<file path="src/sv/fdw_pkg.sv">
// Shared types and constants of the flow packet duplicate filter.
package fdw_pkg;

    // Field widths fixed by the packet record
    localparam int SEC_W       = 32;
    localparam int USEC_W      = 20;
    localparam int TIME_W      = 52;
    localparam int HASH_PORT_W = 64;
    localparam int DUP_W       = 32;
    localparam int PW_W        = 5;
    localparam int CFG_IDX_W   = 1;

    localparam logic [TIME_W-1:0] US_PER_SEC = 52'd1000000;
    localparam logic [USEC_W-1:0] TW_MAX     = 20'd999999;
    localparam logic [USEC_W-1:0] TW_RESET   = 20'd900000;
    localparam logic [PW_W-1:0]   PW_RESET   = 5'd0;
    localparam logic [DUP_W-1:0]  DUP_MAX    = 32'hFFFF_FFFF;

    // Register indexes of the config port
    localparam logic [CFG_IDX_W-1:0] CFG_TIME_WINDOW   = 1'b0;
    localparam logic [CFG_IDX_W-1:0] CFG_PACKET_WINDOW = 1'b1;

    typedef enum logic [1:0] {
        VERDICT_UNIQUE = 2'd0,
        VERDICT_DUP    = 2'd1,
        VERDICT_OOO    = 2'd2
    } verdict_t;

    typedef struct packed {
        logic [USEC_W-1:0] time_window;
        logic [PW_W-1:0]   packet_window;
    } cfg_t;

    // One packet after time conversion, queued for the walk engine
    typedef struct packed {
        logic                   flow_start;
        logic                   has_hash;
        logic [TIME_W-1:0]      now;
        logic [HASH_PORT_W-1:0] hash;
    } cmd_t;

    typedef struct packed {
        verdict_t         verdict;
        logic [DUP_W-1:0] dup_total;
    } res_t;

endpackage

</file>
<file path="src/sv/fdw_ram.sv">
// Generic single-write, single-read RAM with registered read data.
module fdw_ram #(
    parameter int WIDTH = 8,
    parameter int DEPTH = 16
) (
    input  logic                             clk,
    input  logic                             we,
    input  logic [$clog2(DEPTH)-1:0]         waddr,
    input  logic [WIDTH-1:0]                 wdata,
    input  logic [$clog2(DEPTH)-1:0]         raddr,
    output logic [WIDTH-1:0]                 rdata
);

    logic [WIDTH-1:0] mem [DEPTH];

    always_ff @(posedge clk)
    begin
        if (we)
        begin
            mem[waddr] <= wdata;
        end
        rdata <= mem[raddr];
    end

endmodule

</file>
<file path="src/sv/fdw_fifo.sv">
// Two-entry flop queue used between front, walk engine and result port.
module fdw_fifo #(
    parameter int WIDTH = 8
) (
    input  logic             clk,
    input  logic             rst_n,
    input  logic             push,
    input  logic [WIDTH-1:0] din,
    output logic             full,
    input  logic             pop,
    output logic [WIDTH-1:0] dout,
    output logic             empty
);

    logic [WIDTH-1:0] slot_reg [2];
    logic             wr_ptr_reg;
    logic             rd_ptr_reg;
    logic [1:0]       count_reg;
    logic             do_push;
    logic             do_pop;

    assign full    = (count_reg == 2'd2);
    assign empty   = (count_reg == 2'd0);
    assign do_push = push && !full;
    assign do_pop  = pop && !empty;
    assign dout    = slot_reg[rd_ptr_reg];

    // Payload slots
    always_ff @(posedge clk)
    begin
        if (do_push)
        begin
            slot_reg[wr_ptr_reg] <= din;
        end
    end

    // Pointers and occupancy
    always_ff @(posedge clk or negedge rst_n)
    begin
        if (!rst_n)
        begin
            wr_ptr_reg <= 1'b0;
            rd_ptr_reg <= 1'b0;
            count_reg  <= 2'd0;
        end
        else
        begin
            if (do_push)
            begin
                wr_ptr_reg <= ~wr_ptr_reg;
            end
            if (do_pop)
            begin
                rd_ptr_reg <= ~rd_ptr_reg;
            end
            if (do_push && !do_pop)
            begin
                count_reg <= count_reg + 2'd1;
            end
            else if (do_pop && !do_push)
            begin
                count_reg <= count_reg - 2'd1;
            end
        end
    end

endmodule

</file>
<file path="src/sv/fdw_front.sv">
// Input stage: takes packet beats and converts the arrival time to microseconds.
module fdw_front import fdw_pkg::*; (
    input  logic                   clk,
    input  logic                   rst_n,
    input  logic                   push,
    output logic                   full,
    input  logic                   flow_start,
    input  logic [SEC_W-1:0]       ts_sec,
    input  logic [USEC_W-1:0]      ts_usec,
    input  logic                   hash_present,
    input  logic [HASH_PORT_W-1:0] packet_hash,
    output logic                   cmd_push,
    output cmd_t                   cmd,
    input  logic                   cmd_full
);

    logic stage_valid_reg;
    cmd_t stage_reg;
    logic accept;

    assign full     = stage_valid_reg && cmd_full;
    assign accept   = push && !full;
    assign cmd_push = stage_valid_reg;
    assign cmd      = stage_reg;

    // Time conversion register; the multiply ends here
    always_ff @(posedge clk)
    begin
        if (accept)
        begin
            stage_reg.flow_start <= flow_start;
            stage_reg.has_hash   <= hash_present;
            stage_reg.now        <= TIME_W'(ts_sec) * US_PER_SEC + TIME_W'(ts_usec);
            stage_reg.hash       <= hash_present ? packet_hash : '0;
        end
    end

    always_ff @(posedge clk or negedge rst_n)
    begin
        if (!rst_n)
        begin
            stage_valid_reg <= 1'b0;
        end
        else if (accept)
        begin
            stage_valid_reg <= 1'b1;
        end
        else if (!cmd_full)
        begin
            stage_valid_reg <= 1'b0;
        end
    end

endmodule

</file>
<file path="src/sv/fdw_walk.sv">
// Walk engine: compares a packet against the history ring, newest first.
module fdw_walk import fdw_pkg::*; #(
    parameter int HISTORY_DEPTH = 16,
    parameter int HASH_BITS     = 64
) (
    input  logic clk,
    input  logic rst_n,
    input  cfg_t cfg,
    input  logic cmd_empty,
    input  cmd_t cmd,
    output logic cmd_pop,
    input  logic res_full,
    output logic res_push,
    output res_t res
);

    localparam int AW     = $clog2(HISTORY_DEPTH);
    localparam int FW     = $clog2(HISTORY_DEPTH + 1);
    localparam int LW     = (FW > PW_W) ? FW : PW_W;
    localparam int HASH_W = (HASH_BITS >= HASH_PORT_W) ? HASH_PORT_W : HASH_BITS;
    localparam int ENT_W  = 1 + HASH_W + TIME_W;

    localparam logic [AW-1:0] LAST_ADDR = AW'(HISTORY_DEPTH - 1);
    localparam logic [FW-1:0] FILL_MAX  = FW'(HISTORY_DEPTH);

    typedef enum logic [1:0] {
        ST_IDLE,
        ST_WALK,
        ST_DONE
    } state_t;

    state_t            state_reg;
    cmd_t              item_reg;
    logic [AW-1:0]     wr_ptr_reg;
    logic [AW-1:0]     cur_addr_reg;
    logic [FW-1:0]     fill_reg;
    logic [DUP_W-1:0]  dup_reg;
    logic [LW-1:0]     limit_reg;
    logic [LW-1:0]     idx_reg;
    verdict_t          verdict_reg;

    logic [FW-1:0]     fill_eff;
    logic [LW-1:0]     fill_ext;
    logic [LW-1:0]     pw_ext;
    logic [LW-1:0]     limit_calc;
    logic [AW-1:0]     rd_addr;
    logic [ENT_W-1:0]  ent;
    logic [ENT_W-1:0]  wr_ent;
    logic [TIME_W-1:0] ent_time;
    logic [HASH_W-1:0] ent_hash;
    logic              ent_hv;
    logic [TIME_W:0]   diff;
    logic [USEC_W-1:0] tw_eff;
    logic              is_late;
    logic              too_old;
    logic              match;
    logic              last;
    logic [DUP_W-1:0]  dup_new;
    logic              ram_we;

    function automatic logic [AW-1:0] ptr_dec(input logic [AW-1:0] a);
        ptr_dec = (a == '0) ? LAST_ADDR : a - AW'(1);
    endfunction

    function automatic logic [AW-1:0] ptr_inc(input logic [AW-1:0] a);
        ptr_inc = (a == LAST_ADDR) ? '0 : a + AW'(1);
    endfunction

    // Compare bound for the packet about to start
    assign fill_eff   = cmd.flow_start ? '0 : fill_reg;
    assign fill_ext   = LW'(fill_eff);
    assign pw_ext     = LW'(cfg.packet_window);
    assign limit_calc = (pw_ext != '0 && pw_ext < fill_ext) ? pw_ext : fill_ext;

    // History read: newest entry first, one entry per cycle
    assign rd_addr = (state_reg == ST_WALK) ? ptr_dec(cur_addr_reg) : ptr_dec(wr_ptr_reg);

    assign ent_time = ent[TIME_W-1:0];
    assign ent_hash = ent[TIME_W +: HASH_W];
    assign ent_hv   = ent[ENT_W-1];

    // Per-entry checks
    assign tw_eff  = (cfg.time_window > TW_MAX) ? TW_MAX : cfg.time_window;
    assign diff    = {1'b0, item_reg.now} - {1'b0, ent_time};
    assign is_late = diff[TIME_W];
    assign too_old = diff[TIME_W-1:0] > TIME_W'(tw_eff);
    assign match   = item_reg.has_hash && ent_hv && (ent_hash == item_reg.hash[HASH_W-1:0]);
    assign last    = ((idx_reg + LW'(1)) == limit_reg);

    // Result and history update
    assign dup_new  = (verdict_reg == VERDICT_DUP && dup_reg != DUP_MAX) ?
                      dup_reg + DUP_W'(1) : dup_reg;
    assign cmd_pop  = (state_reg == ST_IDLE) && !cmd_empty;
    assign res_push = (state_reg == ST_DONE) && !res_full;
    assign res      = '{verdict: verdict_reg, dup_total: dup_new};
    assign ram_we   = res_push && (verdict_reg != VERDICT_DUP);
    assign wr_ent   = {item_reg.has_hash, item_reg.hash[HASH_W-1:0], item_reg.now};

    fdw_ram #(
        .WIDTH(ENT_W),
        .DEPTH(HISTORY_DEPTH)
    ) u_hist (
        .clk  (clk),
        .we   (ram_we),
        .waddr(wr_ptr_reg),
        .wdata(wr_ent),
        .raddr(rd_addr),
        .rdata(ent)
    );

    // Sequencer
    always_ff @(posedge clk or negedge rst_n)
    begin
        if (!rst_n)
        begin
            state_reg    <= ST_IDLE;
            item_reg     <= '0;
            wr_ptr_reg   <= '0;
            cur_addr_reg <= '0;
            fill_reg     <= '0;
            dup_reg      <= '0;
            limit_reg    <= '0;
            idx_reg      <= '0;
            verdict_reg  <= VERDICT_UNIQUE;
        end
        else
        begin
            cur_addr_reg <= rd_addr;
            unique case (state_reg)
                ST_IDLE:
                begin
                    if (!cmd_empty)
                    begin
                        item_reg    <= cmd;
                        limit_reg   <= limit_calc;
                        idx_reg     <= '0;
                        verdict_reg <= VERDICT_UNIQUE;
                        if (cmd.flow_start)
                        begin
                            fill_reg <= '0;
                            dup_reg  <= '0;
                        end
                        state_reg <= (limit_calc == '0) ? ST_DONE : ST_WALK;
                    end
                end
                ST_WALK:
                begin
                    if (is_late)
                    begin
                        verdict_reg <= VERDICT_OOO;
                        state_reg   <= ST_DONE;
                    end
                    else if (too_old)
                    begin
                        state_reg <= ST_DONE;
                    end
                    else if (match)
                    begin
                        verdict_reg <= VERDICT_DUP;
                        state_reg   <= ST_DONE;
                    end
                    else if (last)
                    begin
                        state_reg <= ST_DONE;
                    end
                    else
                    begin
                        idx_reg <= idx_reg + LW'(1);
                    end
                end
                ST_DONE:
                begin
                    if (!res_full)
                    begin
                        dup_reg <= dup_new;
                        if (verdict_reg != VERDICT_DUP)
                        begin
                            wr_ptr_reg <= ptr_inc(wr_ptr_reg);
                            if (fill_reg != FILL_MAX)
                            begin
                                fill_reg <= fill_reg + FW'(1);
                            end
                        end
                        state_reg <= ST_IDLE;
                    end
                end
                default:
                begin
                    state_reg <= ST_IDLE;
                end
            endcase
        end
    end

endmodule

</file>
<file path="src/sv/flow_packet_dedup_window_unit.sv">
// Top level of the flow packet duplicate filter: config, queues and engine.
//
// Packets of one flow are pushed in with an arrival time and an optional
// content hash; for each one a verdict (unique, duplicate, out of order) and
// the flow's running duplicate count pop out, in order. The input stage
// converts the time to microseconds in a register. The walk engine
// takes a packet in ST_IDLE, compares k history entries in ST_WALK, where
// k is at most the smaller of the retained count and a nonzero packet_window,
// and hands the result on in ST_DONE. The history ring sits in one RAM with
// a single read port, walked one entry per cycle, newest first. Two-entry
// queues before and after the engine let the input and result sides stall
// independently. History needs no clearing pass: a fill count bounds the
// walk, and a flow start simply zeroes it.
module flow_packet_dedup_window_unit import fdw_pkg::*; #(
    parameter int HISTORY_DEPTH = 16,
    parameter int HASH_BITS     = 64
) (
    input  logic                   clk,
    input  logic                   rst_n,
    input  logic                   cfg_we,
    input  logic [CFG_IDX_W-1:0]   cfg_index,
    input  logic [USEC_W-1:0]      cfg_data,
    input  logic                   push,
    output logic                   full,
    input  logic                   flow_start,
    input  logic [SEC_W-1:0]       ts_sec,
    input  logic [USEC_W-1:0]      ts_usec,
    input  logic                   hash_present,
    input  logic [HASH_PORT_W-1:0] packet_hash,
    output logic                   empty,
    input  logic                   pop,
    output logic [1:0]             verdict,
    output logic [DUP_W-1:0]       dup_total
);

    cfg_t cfg_reg;
    logic cmd_push;
    logic cmd_full;
    logic cmd_pop;
    logic cmd_empty;
    cmd_t cmd_in;
    cmd_t cmd_out;
    logic res_push;
    logic res_full;
    res_t res_in;
    res_t res_out;

    // Config registers
    always_ff @(posedge clk or negedge rst_n)
    begin
        if (!rst_n)
        begin
            cfg_reg.time_window   <= TW_RESET;
            cfg_reg.packet_window <= PW_RESET;
        end
        else if (cfg_we)
        begin
            unique case (cfg_index)
                CFG_TIME_WINDOW:
                begin
                    cfg_reg.time_window <= cfg_data;
                end
                CFG_PACKET_WINDOW:
                begin
                    cfg_reg.packet_window <= cfg_data[PW_W-1:0];
                end
                default:
                begin
                    cfg_reg <= cfg_reg;
                end
            endcase
        end
    end

    fdw_front u_front (
        .clk         (clk),
        .rst_n       (rst_n),
        .push        (push),
        .full        (full),
        .flow_start  (flow_start),
        .ts_sec      (ts_sec),
        .ts_usec     (ts_usec),
        .hash_present(hash_present),
        .packet_hash (packet_hash),
        .cmd_push    (cmd_push),
        .cmd         (cmd_in),
        .cmd_full    (cmd_full)
    );

    fdw_fifo #(
        .WIDTH($bits(cmd_t))
    ) u_cmd_q (
        .clk  (clk),
        .rst_n(rst_n),
        .push (cmd_push),
        .din  (cmd_in),
        .full (cmd_full),
        .pop  (cmd_pop),
        .dout (cmd_out),
        .empty(cmd_empty)
    );

    fdw_walk #(
        .HISTORY_DEPTH(HISTORY_DEPTH),
        .HASH_BITS    (HASH_BITS)
    ) u_walk (
        .clk      (clk),
        .rst_n    (rst_n),
        .cfg      (cfg_reg),
        .cmd_empty(cmd_empty),
        .cmd      (cmd_out),
        .cmd_pop  (cmd_pop),
        .res_full (res_full),
        .res_push (res_push),
        .res      (res_in)
    );

    fdw_fifo #(
        .WIDTH($bits(res_t))
    ) u_res_q (
        .clk  (clk),
        .rst_n(rst_n),
        .push (res_push),
        .din  (res_in),
        .full (res_full),
        .pop  (pop),
        .dout (res_out),
        .empty(empty)
    );

    assign verdict   = res_out.verdict;
    assign dup_total = res_out.dup_total;

    // Checks
    a_cmd_no_overflow: assert property (@(posedge clk) disable iff (!rst_n)
        (cmd_push && cmd_full) |=> (cmd_push && $stable(cmd_in)))
        else $error("front beat not held while command queue full");

    a_res_no_overflow: assert property (@(posedge clk) disable iff (!rst_n)
        !(res_push && res_full))
        else $error("result pushed into full result queue");

    a_verdict_code: assert property (@(posedge clk) disable iff (!rst_n)
        res_push |-> (res_in.verdict == VERDICT_UNIQUE || res_in.verdict == VERDICT_DUP ||
                      res_in.verdict == VERDICT_OOO))
        else $error("undefined verdict code");

    a_dup_counted: assert property (@(posedge clk) disable iff (!rst_n)
        (res_push && res_in.verdict == VERDICT_DUP) |-> (res_in.dup_total != '0))
        else $error("duplicate reported with zero count");

endmodule

</file>
<file path="config.mk">
export PLATFORM = sky130hd
export DESIGN_NAME = flow_packet_dedup_window_unit
export DESIGN_NICKNAME = d
export VERILOG_FILES = /design/src/sv/fdw_pkg.sv /design/src/sv/fdw_ram.sv /design/src/sv/fdw_fifo.sv /design/src/sv/fdw_front.sv /design/src/sv/fdw_walk.sv /design/src/sv/flow_packet_dedup_window_unit.sv
export SDC_FILE = /design/constraint.sdc
export NUM_CORES = 2
export LEC_CHECK = 0
export BUFFER_PORTS_ARGS = -buffer_cell sky130_fd_sc_hd__clkbuf_2
export CAP_MARGIN = 20
export CORE_MARGIN = 2
export CORE_UTILIZATION = 45
export DETAILED_ROUTE_END_ITERATION = 16
export PLACE_DENSITY = 0.69
export SLEW_MARGIN = 30
export SYNTH_ARGS = -nofsm -noshare
export SYNTH_HDL_FRONTEND = slang
export SYNTH_SLANG_ARGS = --single-unit
</file>
<file path="constraint.sdc">
create_clock -name clk -period 32.3 [get_ports clk]
set_clock_uncertainty 0.15 [all_clocks]
set_input_delay 3.23 -clock clk [delete_from_list [all_inputs] [get_ports clk]]
set_output_delay 3.23 -clock clk [all_outputs]
set_load 0.02 [all_outputs]
</file>
Word-level counts from Yosys, hierarchy flattened. Memories as Yosys holds them, arrays and structs flattened. A register that Yosys moved wholly into a read port is not among the register bits. Cells that the tools add are included.

Memories kept: 3. Logic and storage cells: 168. Bits in registers: 328. Bits of input ports: 144. Output and inout port bits: 36. Memory bits (writable): 2176.

Memory list: u_walk.u_hist.mem (words 16, bits a word 117, rd ports 1, clocked after memory_dff 1, wr ports 1, line fdw_ram.sv:14) `logic [WIDTH-1:0] mem [DEPTH];`; u_cmd_q.slot_reg (words 2, bits a word 118, rd ports 1, clocked after memory_dff 0, wr ports 1, line fdw_fifo.sv:15) `logic [WIDTH-1:0] slot_reg [2];`; u_res_q.slot_reg (words 2, bits a word 34, rd ports 1, clocked after memory_dff 0, wr ports 1, line fdw_fifo.sv:15).

Multiplexer cells: 48. Order comparisons: 3. Reduce and logical (&&, ||, !) cells: 46. Equality and inequality tests: 24. Multipliers: 1. Bitwise gates (word level): 7. Add/subtract/negate cells: 12.

Operator list (number): 2-to-1 mux 32 bit (4); == test 64 bit (1); one-hot mux 32 bit (2 select lines) (1); 2-to-1 mux 5 bit (11); subtractor 52 x 52 -> 53 bit (1); adder 52 x 20 -> 52 bit (1); greater-than comparator 52 x 20 -> 1 bit (1); multiplier 32 x 14 -> 46 bit, second input constant (1); adder 32 x 1 -> 32 bit, second input constant (1); != test 32 bit, second input constant (1); 2-to-1 mux 2 bit (15); greater-than comparator 20 bit, second input constant (1); 2-to-1 mux 20 bit (1); one-hot mux 5 bit (2 select lines) (2); != test 2 bit, second input constant (9); logical AND 1 bit (17); 2-to-1 mux 4 bit (4); adder 5 x 1 -> 5 bit, second input constant (2); logical NOT 1 bit (9); logical NOT 4 bit (2); 2-to-1 mux 1 bit (8); AND reduction 4 bit (2); nonzero test 2 bit (4); subtractor 4 x 1 -> 4 bit, second input constant (2); 23 further kinds (40).

Longest topological paths before layout. An unclocked memory read counts as a cell.

Depth in word-level cells: 9. Gate-level depth with buffers: 24. Gate-level depth less buffers: 23.

Cells and area by module. From an unflattened synthesis, not the netlist that was laid out.

Cell total of the unflattened synthesis: 6457. Area total of the unflattened synthesis: 110855.1 µm².

By module, submodules not included: fdw_ram (seq. area each 58556.2 µm², cells an instance 2990, instances 1, area an instance 72205.5 µm²); fdw_walk (seq. area each 4404.2 µm², cells an instance 1684, instances 1, area an instance 13100.1 µm²); fdw_front (seq. area each 3568.4 µm², cells an instance 1218, instances 1, area an instance 12957.4 µm²); fdw_fifo at u_cmd_q (seq. area each 7186.9 µm², cells an instance 386, instances 1, area an instance 8754.6 µm²); fdw_fifo at u_res_q (seq. area each 2142.1 µm², cells an instance 125, instances 1, area an instance 2801.4 µm²); flow_packet_dedup_window_unit (seq. area each 639.4 µm², cells an instance 54, instances 1, area an instance 1036.0 µm²).

Worst setup path before layout. Ideal clock, no wire load.

Kind: register to register. Start point: register u_walk.state_reg[1]. End point: memory u_walk.u_hist.mem[3][0] (netlist name) (enable). Arrival time: 9.302 ns. Setup time: 0.736 ns. Required time: 31.414 ns. Setup slack: 22.112 ns. Period minus slack after synthesis: 10.188 ns. Cell stages (with the launch flop): 6. Path buffers: 0. Path through: dfrtp_1 nor2b_1 o21ai_1 nor2_1 nand2_1 nor3_1.

Longest elaborated chain between the ends: 5.

RTL lines: from (decl) (line fdw_walk.sv:32) `state_t state_reg;`; from (signal assigned) (line fdw_walk.sv:143) `state_reg <= (limit_calc == '0) ? ST_DONE : ST_WALK;`; == test 2 bit (line fdw_walk.sv:94) `assign res_push = (state_reg == ST_DONE) && !res_full;`; logical AND 1 bit (line fdw_walk.sv:94); logical AND 1 bit (line fdw_walk.sv:96) `assign ram_we = res_push && (verdict_reg != VERDICT_DUP);`; 2-to-1 mux 1 bit (line fdw_ram.sv:18) `if (we)`; 2-to-1 mux 1 bit (not written as such) (line fdw_ram.sv:20) `mem[waddr] <= wdata;`; to (decl) (line fdw_ram.sv:14).

Every way passes these cells.

Worst setup path after layout.
Start point: input ts_sec[1]. End point: register u_front.stage_reg, in the netlist u_front.cmd[115], data pin.

Longest elaborated chain between the ends: 2.

RTL lines: from (decl) (line flow_packet_dedup_window_unit.sv:26) `input logic [SEC_W-1:0] ts_sec,`; multiplier 32 x 14 -> 46 bit (line fdw_front.sv:33) `stage_reg.now <= TIME_W'(ts_sec) * US_PER_SEC + TIME_W'(ts_usec);`; adder 52 x 20 -> 52 bit (line fdw_front.sv:33); to (decl) (line fdw_front.sv:18) `cmd_t stage_reg;`.

Every way passes these cells. A chain may end at the register's enable or synchronous reset.

==> qor.yml <==
crit_top_cell: "fa_1"
wl_per_cell_um: 22.94
status: "finished, final reports clean"
fin_util_pct: 50.61
muxShareOfSynthArea_pct: 1.672
post-synth-top-count-cell: "edfxtp_1"
die-area_um2: 253700
grt_max_degree: 196
syn2layout_area_growth_pct: 11.90
syn_area_um2: 112400
pin_count: 180
n_fill_cell: 20560
finalSetupViolCount: 0
cp_cell_sequence: "clkbuf_2 -> inv_1 -> fa_1 -> inv_1 -> fa_1 -> fa_1 -> fa_1 -> ha_1 -> inv_1 -> fa_1 -> inv_1 -> ha_1 -> a21oi_1 -> nand2_1 -> a221oi_1 -> o21ai_1 -> a21oi_1 -> o21ai_1 -> a221oi_1 -> xor2_1 -> nor2_1 -> nand4_1 -> nor4_1 -> xnor3_1"
wirelength_um: 285100
path_max_fanout: 7
grt_first_pass_wirelength_um: 428500
grt_pass1_vias: 69170
fmax_mhz: 108.3
holdBufCountCts: 0
ys.flop_type: "edfxtp_1"
min_period_ns: 9.234
h-tree-depth: 5
initial_utilization_pct: 45.23
timing.final.crit_share_pct: 28.59
ys_warn_count: 0
track_usage_pct: 21.82
synthTopCellsByCount: "edfxtp_1, nand2_1, nand3_1, clkbuf_1, inv_1"
vias_per_cell: 5.727
largest_reg_flops: 1872
cts_buffer_depth: 4
dieWidth_um: 503.7
yosysTopAreaCellShare_pct: 61.30
final_hold_viol_count: 0
worstSkewPairLatency_ns: 0.94
synth_edf_count: 2294
ctsResizeCount: 0
dp_hpwl_um: 156300
syn_inst: 8824
die_h_um: 503.7
cp.required_ns: 32.79
max_slew_margin_pct: 29.04
syn_nets: 9360
synth.area.top_cells: "edfxtp_1, nand2_1, dfrtp_1, ha_1, a311oi_1"
core_area_um2: 248400
critPathCaptureType: "flip-flop"
cts_tree: "done"
grt_antenna_before_repair: 10
syn_area_per_cell_um2: 12.73
layout.nets: 9425
worstSetupStartpointType: "input pin"
clock_sinks: 2621
vias: 71160
post-cts-setup-buffers: 0
placementRows: 183
synth_compound_area_share_pct: 7.447
synthDistinctLibCells: 94
gp_congestion: 0.8904
critPathKind: "input pin to flip-flop"
synth_fa_ha_area_share_pct: 5.280
yosysSeqAreaShare_pct: 68.07
worst_slew_pin_slew_ns: 1.058
first_iter_violations: 8650
synth_xor_area_share_pct: 1.665
numCtsBuffers: 277
multi_input_area_um2: 32870
cts.reportedPaths.clkPinSlew_ns: 0.06
rsz0062_at_grt: "false"
io_buffers: 179
synthArstFlopShare_pct: 8.012
post-route-drc-count: 0
ant_nets: 0
synth_top_area_cell: "edfxtp_1"
root_buffer: "clkbuf_16"
grt_overflow: 0
synth_top_family_by_area: "simple AND/OR/NAND/NOR gates"
drv_slew: 0
arrival_ns: 9.73
maxCapViolations: 0
setup_tns_ns: 0
crit_path_max_incr_delay_ns: 0.55
cp_slowest_cell: "fa_1"
yosys.area_share.simple_pct: 12.99
worstHoldPathType: "flip-flop to flip-flop"
seq_area_um2: 76500
dr.pass1.iters: 6
drive_gt1_share_pct: 8.897
ys_seq_elements: 2621
==> worst max-delay path, delay by kind of cell <==
family | cells | cell delay, ns
compound gates | 6 | 1.76
buf+inv | 5 | 0.44
xor+xnor | 2 | 0.47
fa+ha+maj | 7 | 3.06
simple gates | 4 | 0.76
==> final cells by class <==
cell class	instances	area share, %
flip-flops and latches	2621	60.84
multi-input cells	5351	26.14
clock buffers	382	6.170
well taps	3330	3.314
repair buffers	282	1.541
inverters	356	1.081
clock inverters	101	0.9135
diodes	2	0.003980
==> stage by stage <==
stage | cells | setup WS [ns] | hold slack (ns) | area, um2
after global routing | 12420 | 22.63 | 0.2988 | 125700
after global placement | 11940 | 22.32 | 0.2739 | 116700
after detailed placement | 11940 | 22.20 | 0.2790 | 116800
after floorplan | 8824 | 22.11 | 0.2715 | 112400
after CTS | 12420 | 23.17 | 0.2722 | 125700
final | 12430 | 23.07 | 0.2780 | 125700
==> layout by cell type (no fill, tap or decap), drive strengths merged, types with 17 or more instances in the layout <==
cell / count
a211oi: 17
a21o: 36
a21oi: 264
a22o: 24
a311oi: 351
a31oi: 128
and2: 74
and3: 249
buf: 104
bufinv: 24
clkbuf: 560
clkinv: 69
dfrtp: 199
dfxtp: 117
edfxtp: 2294
fa: 137
ha: 255
inv: 361
mux2: 59
mux2i: 121
nand2: 2172
nand2b: 21
nand3: 517
nand4: 55
nor2: 138
nor2b: 17
nor3: 38
nor4: 25
o21a: 22
o21ai: 228
o21bai: 20
o31ai: 21
xnor2: 133
xor2: 78
==> logic make-up after synthesis <==
kind of cell,Yosys count
fa+ha+maj,392
mux,180
compound gates,1215
buf+inv,852
simple gates,3352
xor+xnor,212
flops,2621
==> routing by layer <==
metal,GRT usage [%],vias to the layer above,part of all wire (%),routed length [um]
met3,3.594,465,8.6,24600
met4,6.154,6,2.3,6657
li1,-,32170,-,-
met2,35.11,3209,47,134900
met1,30.68,35320,42,118800
met5,0,-,0.014,41
==> path summary, 6_finish.rpt <==
| kind | start | slack [ns] | cells after the start | end |
|---|---|---|---|---|
| worst max register to register | u_walk.item_reg[64]$_DFFE_PN0P_ | 25.17 | 23 | u_walk.idx_reg[0]$_DFFE_PN0P_ |
| worst min register to register | u_front.cmd[81]$_DFFE_PP_ | 0.28 | 0 | u_cmd_q.slot_reg[1][81]$_DFFE_PP_ |
| max in group asynchronous | rst_n | 27.81 | 3 | cfg_reg[19]$_DFFE_PN0P_ |
| worst max-delay path | ts_sec[1] | 23.07 | 24 | u_front.cmd[115]$_DFFE_PP_ |
| min in group asynchronous | rst_n | 2.14 | 1 | u_walk.item_reg[30]$_DFFE_PN0P_ |
| worst min-delay path | u_front.cmd[81]$_DFFE_PP_ | 0.28 | 0 | u_cmd_q.slot_reg[1][81]$_DFFE_PP_ |
Power is not shown: default switching activity piles up to over one toggle a cycle in this logic, so the estimate is an artifact.
